--- src/hw/rtl/union_find_edge_filter_assert.svh ---
// ---------------------------------------------------------------------------
// Assertion macros for the union-find edge filter
// Short forms of clocked, reset-gated concurrent assertions.
// ---------------------------------------------------------------------------
`ifndef UNION_FIND_EDGE_FILTER_ASSERT_SVH
`define UNION_FIND_EDGE_FILTER_ASSERT_SVH

// The consequent must hold in the same cycle as the antecedent.
`define UFEF_ASSERT_SAME(label, clk, rst_n, ante, cons, msg) \
    label: assert property (@(posedge clk) disable iff (!(rst_n)) (ante) |-> (cons)) \
        else $error(msg);

// The consequent must hold in the cycle after the antecedent.
`define UFEF_ASSERT_NEXT(label, clk, rst_n, ante, cons, msg) \
    label: assert property (@(posedge clk) disable iff (!(rst_n)) (ante) |=> (cons)) \
        else $error(msg);

`endif

--- src/hw/rtl/ufef_pkg.sv ---
// ---------------------------------------------------------------------------
// ufef_pkg
// Types and constants shared by the union-find edge filter modules.
// ---------------------------------------------------------------------------
package ufef_pkg;

    // Fixed field widths of the edge and result requests.
    localparam int unsigned VERTEX_W = 10;
    localparam int unsigned WEIGHT_W = 32;
    localparam int unsigned STATUS_W = 2;
    localparam int unsigned COUNT_W  = 11;

    // Reset value of the vertex count register.
    localparam logic [COUNT_W-1:0] COUNT_RESET = 11'd1024;

    // Edge status codes.
    localparam logic [STATUS_W-1:0] ST_TREE  = 2'd0;
    localparam logic [STATUS_W-1:0] ST_CYCLE = 2'd1;
    localparam logic [STATUS_W-1:0] ST_RANGE = 2'd2;

    // Controller states.
    typedef enum logic [2:0] {
        S_INIT,
        S_IDLE,
        S_CLEAR,
        S_CHECK,
        S_WALK_A,
        S_WALK_B,
        S_DONE
    } t_state;

    // Source of the parent store read address.
    typedef enum logic [1:0] {
        RD_A,
        RD_B,
        RD_PARENT
    } t_rd_src;

    // Commands from the controller to the datapath.
    typedef struct packed {
        logic    load_item;
        logic    clr_en;
        logic    rd_en;
        t_rd_src rd_src;
        logic    cap_a;
        logic    set_range;
        logic    finish;
        logic    load_out;
    } t_dp_cmd;

    // Status from the datapath to the controller.
    typedef struct packed {
        logic clr_last;
        logic out_of_range;
        logic rd_root;
        logic out_free;
    } t_dp_sts;

endpackage

--- src/hw/rtl/ufef_ctrl.sv ---
// ---------------------------------------------------------------------------
// ufef_ctrl
// Controller state machine: sequences the clearing sweep, the two root
// walks, the link write and the hand-over to the result register.
// ---------------------------------------------------------------------------
module ufef_ctrl (
    input  logic               i_clk,
    input  logic               i_rst_n,
    input  logic               i_in_valid,
    input  logic               i_in_new_graph,
    output logic               o_in_ready,
    output ufef_pkg::t_dp_cmd  o_cmd,
    input  ufef_pkg::t_dp_sts  i_sts
);

    ufef_pkg::t_state r_state;
    ufef_pkg::t_state n_state;

    // State register.
    always_ff @(posedge i_clk) begin
        if (!i_rst_n) begin
            r_state <= ufef_pkg::S_INIT;
        end else begin
            r_state <= n_state;
        end
    end

    // Next state.
    always_comb begin
        n_state = r_state;
        case (r_state)
            ufef_pkg::S_INIT: begin
                if (i_sts.clr_last) n_state = ufef_pkg::S_IDLE;
            end
            ufef_pkg::S_IDLE: begin
                if (i_in_valid) begin
                    n_state = i_in_new_graph ? ufef_pkg::S_CLEAR : ufef_pkg::S_CHECK;
                end
            end
            ufef_pkg::S_CLEAR: begin
                if (i_sts.clr_last) n_state = ufef_pkg::S_CHECK;
            end
            ufef_pkg::S_CHECK: begin
                n_state = i_sts.out_of_range ? ufef_pkg::S_DONE : ufef_pkg::S_WALK_A;
            end
            ufef_pkg::S_WALK_A: begin
                if (i_sts.rd_root) n_state = ufef_pkg::S_WALK_B;
            end
            ufef_pkg::S_WALK_B: begin
                if (i_sts.rd_root) n_state = ufef_pkg::S_DONE;
            end
            ufef_pkg::S_DONE: begin
                if (i_sts.out_free) n_state = ufef_pkg::S_IDLE;
            end
            default: begin
                n_state = ufef_pkg::S_INIT;
            end
        endcase
    end

    // Command outputs.
    always_comb begin
        o_in_ready      = 1'b0;
        o_cmd           = '0;
        o_cmd.rd_src    = ufef_pkg::RD_A;
        case (r_state)
            ufef_pkg::S_INIT: begin
                o_cmd.clr_en = 1'b1;
            end
            ufef_pkg::S_IDLE: begin
                o_in_ready      = 1'b1;
                o_cmd.load_item = i_in_valid;
            end
            ufef_pkg::S_CLEAR: begin
                o_cmd.clr_en = 1'b1;
            end
            ufef_pkg::S_CHECK: begin
                if (i_sts.out_of_range) begin
                    o_cmd.set_range = 1'b1;
                end else begin
                    o_cmd.rd_en  = 1'b1;
                    o_cmd.rd_src = ufef_pkg::RD_A;
                end
            end
            ufef_pkg::S_WALK_A: begin
                o_cmd.rd_en = 1'b1;
                if (i_sts.rd_root) begin
                    o_cmd.cap_a  = 1'b1;
                    o_cmd.rd_src = ufef_pkg::RD_B;
                end else begin
                    o_cmd.rd_src = ufef_pkg::RD_PARENT;
                end
            end
            ufef_pkg::S_WALK_B: begin
                if (i_sts.rd_root) begin
                    o_cmd.finish = 1'b1;
                end else begin
                    o_cmd.rd_en  = 1'b1;
                    o_cmd.rd_src = ufef_pkg::RD_PARENT;
                end
            end
            ufef_pkg::S_DONE: begin
                o_cmd.load_out = i_sts.out_free;
            end
            default: begin
                o_in_ready = 1'b0;
            end
        endcase
    end

endmodule

--- config.mk ---
export PLATFORM = sky130hd
export DESIGN_NAME = ufef_ctrl
export DESIGN_NICKNAME = d
export VERILOG_FILES = /design/src/hw/rtl/union_find_edge_filter_assert.svh /design/src/hw/rtl/ufef_pkg.sv /design/src/hw/rtl/ufef_ctrl.sv
export SDC_FILE = /design/constraint.sdc
export NUM_CORES = 1
export LEC_CHECK = 0
export ABC_AREA = 0
export ABC_CLOCK_PERIOD_IN_PS = 2300
export BUFFER_PORTS_ARGS = -buffer_cell sky130_fd_sc_hd__buf_4
export CAP_MARGIN = 20
export CORE_AREA = 2 2 39 41
export CTS_BUF_LIST = sky130_fd_sc_hd__clkbuf_4 sky130_fd_sc_hd__clkbuf_8 sky130_fd_sc_hd__clkbuf_16
export CTS_CLUSTER_DIAMETER = 30
export CTS_CLUSTER_SIZE = 10
export DETAILED_ROUTE_END_ITERATION = 8
export DIE_AREA = 0 0 41 43
export MAX_ROUTING_LAYER = met4
export PLACE_DENSITY = 0.59
export SLEW_MARGIN = 15
export SYNTH_ARGS = -nofsm -noshare
export SYNTH_HDL_FRONTEND = slang
export SYNTH_SLANG_ARGS = --single-unit
--- constraint.sdc ---
create_clock -name i_clk -period 2.3 [get_ports i_clk]
set_input_delay 0.115 -clock i_clk [delete_from_list [all_inputs] [get_ports i_clk]]
set_output_delay 0.115 -clock i_clk [all_outputs]
set_load 0.05 [all_outputs]
==> results.md, run 1 <==
Clocking:
- The total number of clock tree sinks is 3.
- After clock tree synthesis, the flow added hold-fix buffers numbering 0.
- The CTS tree is done.
- After clock tree synthesis, the clock-pin slew on the worst setup and hold paths is 0.04 ns.
- The maximum level of the CTS H-tree is 1.
- The source-to-sink clock delay at the later pin of the worst-skew pair is around 0.24 ns.
- The root buffer cell is sky130_fd_sc_hd__clkbuf_4.
- The count of buffers added by post-CTS timing repair for setup is 0.
- Clock tree synthesis inserted a total of 3 buffers.
- The number of gates resized after CTS was 0.
- Counting along the longest clock path gives a buffer depth of 2.

Critical path:
- The type of element capturing the critical path is an output port.
- The type of the worst setup path is reg2out.
- The category of the worst setup path launch point is a register.
- Data on the critical path is required at its endpoint by 2.18 ns.
- The top fanout value on the critical path is 10.
- Data arrives at the worst endpoint at 1.44 ns.
- Setup slack on the worst reg-to-reg path comes out at 0.94 ns.

Placement:
- The number of port buffers is 17.
- At the end of routability-driven placement, the weighted congestion stood at 0.6897.
- The wire-length estimate of the detail-placed layout is 595 um.
- Summing all placed instances gives a cell area of ~430 sq um.

Timing:
- Measured against its own limit, the worst slew margin works out to 0.7020.
- The sum of negative setup slack is 0 ns.
- The shortest clock period the worst path allows after layout is 1.557 ns.
- Timing would allow up to roughly 640 MHz.
- At the pin with the least slew margin, the transition time is 0.4463 ns.
- The final count of pins violating max slew is 0.
- The number of endpoints with negative hold slack in the final report is 0.
- Setup repair after global routing left no endpoint under its margin.
- Across the routed clock network, the largest skew measured is 0.0003175 ns.
- Of the available clock period, the critical path in the final layout requires 0.6769.
- The number of endpoints failing setup at the final stage is 0.

Routing:
- The detail route stage leaves a number of antenna-violating nets equal to 0.
- Summed over all layers, the routed wires come to around 770 um.
- Dividing the detail-routed via count by the number of cells gives 4.840.
- The final routed wire length divided by cell count is 10.28 um.
- Before antenna repair, the detailed router went through 3 iterations.
- The final routed DRC violation total is 0.
- The final route contains 363 vias.
- The number of design-rule violations left by the first detailed-router iteration is 9.

Logic synthesis:
- In this run the cell area of the synthesized design comes to 302.8 sq um.
- Yosys printed 0 warnings.
- The number of instances in the synthesized netlist is 40.
- After synthesis, the share of flip-flops with an asynchronous set or reset is 0.
- The number of flops mapped to enable cells by yosys is 0.
- The sequential cell area fraction in the yosys report is 0.1983.
- Each instance of the synthesized netlist takes up on average 7.570 sq um.
- For this run, the leading register cell type out of synthesis is sky130_fd_sc_hd__dfxtp_1.
- The number of nets in the synthesized netlist is 48.
- The netlist uses 26 different library cells.
- The flop and latch count out of synthesis is 3.

Finish:
- The register with the most flip-flops in the layout has 3 of them.
- The area of all placed cells without fillers is about 460 sq um.
- 0 antenna diodes ended up in the layout.
- Measured on the finished design, the core utilization comes to 0.3354.
- The post-synthesis to final-layout area growth is 53.31%.
- In the final layout, the share of cells above drive strength 1 is 0.4407.
- The number of nets in the layout is around 70.
- The largest registers in the layout are r_state x3.
- The register with the most flip-flops in the final layout is r_state.

Power and ir drop:
- The internal power contribution is 187.2 uW.
- The power density relative to cell area is 676.2 nW/um^2.
- Of the total power, the share spent switching nets is 0.4036.
- Summed over all nets, the switching power comes to 126.7 uW.
- The worst-case vdd ir drop is 321.5 uV.
- The share of total power in the clock network is 0.339.
- For this design the static power due to leakage is 0.0002137 uW.
- The share of power burned in combinational logic is 0.409.
- The share of total power dissipated in sequential elements is 0.252.

Global routing:
- The wire length of the first global-routing pass is 1.131 mm.
- Summed over all layers, the global routing overflow is 0.
- The number of antenna violations at the first check in global routing is 0.
- The total track usage is 0.09969.
- Entering global routing, the biggest net connects 17 pins.
- The via count of the first global-routing pass is 262.

Die:
- The initial utilization of the core area, before any placement, comes to 0.2188.
- The die is between 40 and 50 um wide.
- The vertical extent of the die is approximately 43 um.
- The total number of placement rows is 14.
- The overall die area is 1763 sq um.
- The floorplan step defined a core boundary enclosing 1384 sq um.
- In this run the count of I/O pins placed on the die edge is 18.

Run:
- The tool flagged a number of max-cap violations equal to 0.

Worst hold path:
- The worst hold path belongs to the class in2reg.

Outcome:
- The flow ran to the end, and the final reports show no timing, DRC or antenna violations.
## Yosys cell counts, types with 2 or more instances
cell / count / area share
sky130_fd_sc_hd__nand2_1: 3 / 0.037
sky130_fd_sc_hd__dfxtp_1: 3 / 0.20
sky130_fd_sc_hd__inv_1: 2 / 0.025
sky130_fd_sc_hd__and2_1: 2 / 0.041
sky130_fd_sc_hd__o21ai_0: 5 / 0.083
sky130_fd_sc_hd__nor2_1: 3 / 0.037
sky130_fd_sc_hd__nor3b_1: 3 / 0.074
## metal layers
metal  share of wire  up-vias  global-route usage
met2            0.46       14              0.1063
li1                -      184                   -
met4           0.019        0             0.08000
met3           0.071        2             0.04712
met5               0        -                   -
met1            0.45      163              0.1346
## area by class of cell
type | instances | area, sq um
multi-input cells | 32 | 215.2
inverters | 3 | 11.26
flip-flops and latches | 3 | 60.06
clock buffers | 4 | 30.03
well taps | 16 | 20.02
repair buffers | 17 | 127.6
fillers | 163 | 919.6
## cells by family (layout without fill, tap and decap cells)
group                  Yosys count  after routing  share of synthesized area
AOI/OAI and AO/OA               13             13                     0.3058
buffers and inverters            5             24                    0.09089
DFF                              3              3                     0.1984
muxes                            1              1                    0.04957
and+or+nand+nor                 18             18                     0.3554
## final timing paths
kind / from / end / cells after the start
setup reg to reg: r_state[2]$_SDFFE_PN0P_ / r_state[1]$_SDFFE_PN0P_ / 3
hold / removal: i_rst_n / r_state[0]$_SDFFE_PN0P_ / 2
hold reg to reg: r_state[2]$_SDFFE_PN0P_ / r_state[2]$_SDFFE_PN0P_ / 2
setup / recovery: r_state[2]$_SDFFE_PN0P_ / o_cmd[8] / 4
## through the flow
stage               power, uW  std cells  hold slack [ns]  setup slack, ns
floorplan               170.1         40           0.2569           0.4825
global placement        208.2         71           0.3855           0.9526
detailed placement      208.9         71           0.3913           0.9578
CTS                     320.4         75           0.1391           0.7267
global route            336.7         75           0.1576           0.6131
finish                  313.9         75           0.1469           0.7430
## worst max-delay path, cell delays in order, from the launching register on
cell and delay, ns:
sky130_fd_sc_hd__dfxtp_1 0.51, sky130_fd_sc_hd__inv_1 0.15, sky130_fd_sc_hd__and3_1 0.20, sky130_fd_sc_hd__and2_1 0.16
sky130_fd_sc_hd__buf_4 0.18
## power by group through the flow
stage	clock, uW	sequential (uW)	combinational [uW]
after floorplan	0	66.5	104
after global placement	0	79.1	129
after detailed placement	0	79.8	129
after CTS	112	78.9	129
after global routing	118	82.2	137
final	106	79.2	128
## cells in the final DEF, fill, tap and decap left out, types with 2 or more instances in the layout
cell type                  instances
sky130_fd_sc_hd__clkbuf_4          4
sky130_fd_sc_hd__nor3b_1           3
sky130_fd_sc_hd__and2_1            2
sky130_fd_sc_hd__dfxtp_1           3
sky130_fd_sc_hd__nor2_1            3
sky130_fd_sc_hd__buf_4            17
sky130_fd_sc_hd__inv_1             2
sky130_fd_sc_hd__nand2_1           3
sky130_fd_sc_hd__o21ai_0           5
Note: power is estimated with default switching activity, not from simulation.
==> run 2, diff against run 1 <==
Settings changed: ABC_CLOCK_PERIOD_IN_PS 2300 to 1500.
Clock period 2.3 ns to 1.5 ns, I/O delays scaled along.
==> run 2 against run 1 <==
Compared with the run above:
- critical path depth unchanged
- worst setup slack got worse by 0.67 ns
- first-iteration DRC count is 67% lower
- clock skew about the same
- power is 55% higher
- highest routed layer is now met3
- design area is 3.5% higher
- critical path type unchanged
- wire length shrank 3.5%
- non-clock buffer count grew 1
- critical endpoint unchanged
- hold slack got worse by 0.032 ns
==> results.md, run 2 (synthesized netlist as in run 1, its figures left out) <==
Finish:
- The number of nets in the layout is 69.
- The largest register by flop count is r_state.
- In the layout the commonest cells are sky130_fd_sc_hd__buf_4, sky130_fd_sc_hd__o21ai_0, sky130_fd_sc_hd__clkbuf_4.
- Summing all multi-input logic gate instances after layout gives 221.5 sq um.
- The largest registers in the layout are r_state x3.
- The fraction of layout instances using a drive strength above 1 is 0.5167.
- Summing all flip-flop and latch instances after layout gives 62.56 sq um.
- Fill cells in the final layout number 164.
- The number of antenna diodes in the final layout is 0.
- Leaving out fill and tap cells, the most frequent cell in the layout is sky130_fd_sc_hd__buf_4.
- The post-synthesis to final-layout area growth is 58.68%.
- The register with the most flip-flops in the layout has 3 of them.
- The utilization after layout is 0.3472.
- The post-route non-filler standard cell count is 76.

Timing:
- The maximum frequency from static timing analysis is 699.2 MHz.
- The shortest clock period the worst path allows after layout is about 1.4 ns.
- The actual slew at the worst max-slew pin is 0.2550 ns.
- The number of endpoints with negative hold slack in the final report is 0.
- After routing, the total negative slack on setup checks comes to 0 ns.
- The number of endpoints failing setup at the final stage is 0.
- The final count of pins violating max slew is 0.
- Setup repair after global routing left no endpoint under its margin.
- The max-slew headroom at the worst pin is 0.8298.
- The final clock skew is 0.0003443 ns.
- The final critical-path share of the clock period is 0.9535.

Die:
- The initialized floorplan defines 14 standard-cell rows.
- From left edge to right edge, the die measures approximately 41 um.
- The vertical extent of the die is between 40 and 50 um.
- In this run the count of I/O pins placed on the die edge is 18.
- The area of the core is between 1000 and 1500 sq um.
- The overall die area is 1763 sq um.
- The initial cell density of the core is 0.2188.

Routing:
- After detailed routing, the average wire length per cell comes to 9.789 um.
- The final routed DRC violation total is 0.
- The via count is 353.
- The number of nets with antenna violations after routing is 0.
- The final layout contains routed wiring with a total length of 744 um.
- The number of optimization iterations in the first detailed-route pass is 4.
- After the first detailed-routing iteration, the DRC count stood at 3.
- The per-cell via count in the routed design is around 4.6.

Clocking:
- The number of clock buffers added by TritonCTS is 3.
- The root buffer cell is sky130_fd_sc_hd__clkbuf_4.
- Once the clock tree was built, the setup fixing pass inserted 0 buffers.
- The clock net in this run drives a total of 3 sinks.
- In this run, post-CTS hold repair placed 0 buffers.
- The CTS tree is done.
- Clock-pin slew was measured on the worst setup and hold paths at 0.04 ns.
- In this run the number of H-tree levels came out at 1.
- Counting along the longest clock path gives a buffer depth of 2.
- The source-to-sink clock delay at the later pin of the worst-skew pair is 0.23 ns.

Critical path:
- The data arrival time of the critical path is ~1.4 ns.
- The critical path is of the reg2out type.
- The category of the worst setup path launch point is a register.
- The worst setup path is captured at an output port.
- Along the worst path, the maximum fanout reaches 8.
- The required time of the critical path is 1.42 ns.

Global routing:
- The total track usage is 0.09866.
- Entering global routing, the biggest net connects 14 pins.
- The via count of the first global-routing pass was 292.
- The number of antenna violations at the first check in global routing was 0.
- Global routing finished with a remaining overflow of 0.
- The wire length of the first global-routing pass is 1.207 mm.

Run:
- Max-cap violations in this run came to 0.

Power and ir drop:
- The power density relative to cell area is 1012 nW/um^2.
- IR analysis of the VDD net gives a maximum drop of 328.0 uV.
- For this design the static power due to leakage is approximately 0.00022 uW.

Placement:
- The number of port buffers is 17.
- The congestion estimate from routability-driven global placement came to 0.7389.
- The number of cells in the design after placement is 72.
- The total half-perimeter wirelength after legalization and detailed placement is 617.3 um.

Worst hold path:
- The worst hold path belongs to the class in2reg.

Outcome:
- The run finished with clean final reports.
run 2: per-layer routing:
layer,global-route usage,vias up,wire length [um]
li1,-,186,-
met1,0.1314,161,355
met2,0.1438,6,362
met3,0.03141,0,26
met4,0.02000,0,0
met5,-,-,0
run 2: final cells by class:
class / count / share of cell area
timing repair buffer: 18 / 0.2813
inverter: 3 / 0.02344
clock buffer: 4 / 0.06250
multi-input combinational: 32 / 0.4609
tap: 16 / 0.04167
sequential: 3 / 0.1302
run 2: where the power goes:
| group | switching, uW | total [uW] | internal (uW) |
|---|---|---|---|
| combinational | 126 | 213 | 86.9 |
| sequential | 26.8 | 119 | 92.3 |
| clock | 36.9 | 154 | 117 |
| total | 190 | 486 | 297 |
run 2: critical path: stages, from the launching register on:
cell and delay, ns:
sky130_fd_sc_hd__dfxtp_1 0.45, sky130_fd_sc_hd__inv_2 0.10, sky130_fd_sc_hd__and3_1 0.21, sky130_fd_sc_hd__and2_2 0.19, sky130_fd_sc_hd__buf_4 0.18
run 2: stage by stage:
step	cell area [sq um]	setup slack [ns]	hold slack (ns)	power, uW
after detailed placement	447.9	0.1806	0.3602	332.1
after floorplan	309.0	-0.2775	0.2169	263.2
after global routing	480.5	0.005757	0.1280	516.1
after global placement	447.9	0.2250	0.3548	332.6
after CTS	479.2	0.05537	0.1145	493.4
final	480.5	0.06981	0.1150	486.3
run 2: worst paths after layout:
check                                             start                 endpoint  slack (ns)  cells after the start
worst max-delay path            r_state[1]$_SDFFE_PN0P_                 o_cmd[8]        0.07                      4
worst min-delay path                            i_rst_n  r_state[0]$_SDFFE_PN0P_        0.12                      2
worst max register to register  r_state[2]$_SDFFE_PN0P_  r_state[1]$_SDFFE_PN0P_        0.27                      3
worst min register to register  r_state[2]$_SDFFE_PN0P_  r_state[2]$_SDFFE_PN0P_        0.54                      2
run 2: what timing repair did:
action                                  CTS  global route
endpoints found under the setup margin    1             1
resized for setup                         1             1
pin swaps                                 0             0
hold endpoints to repair                  0             0
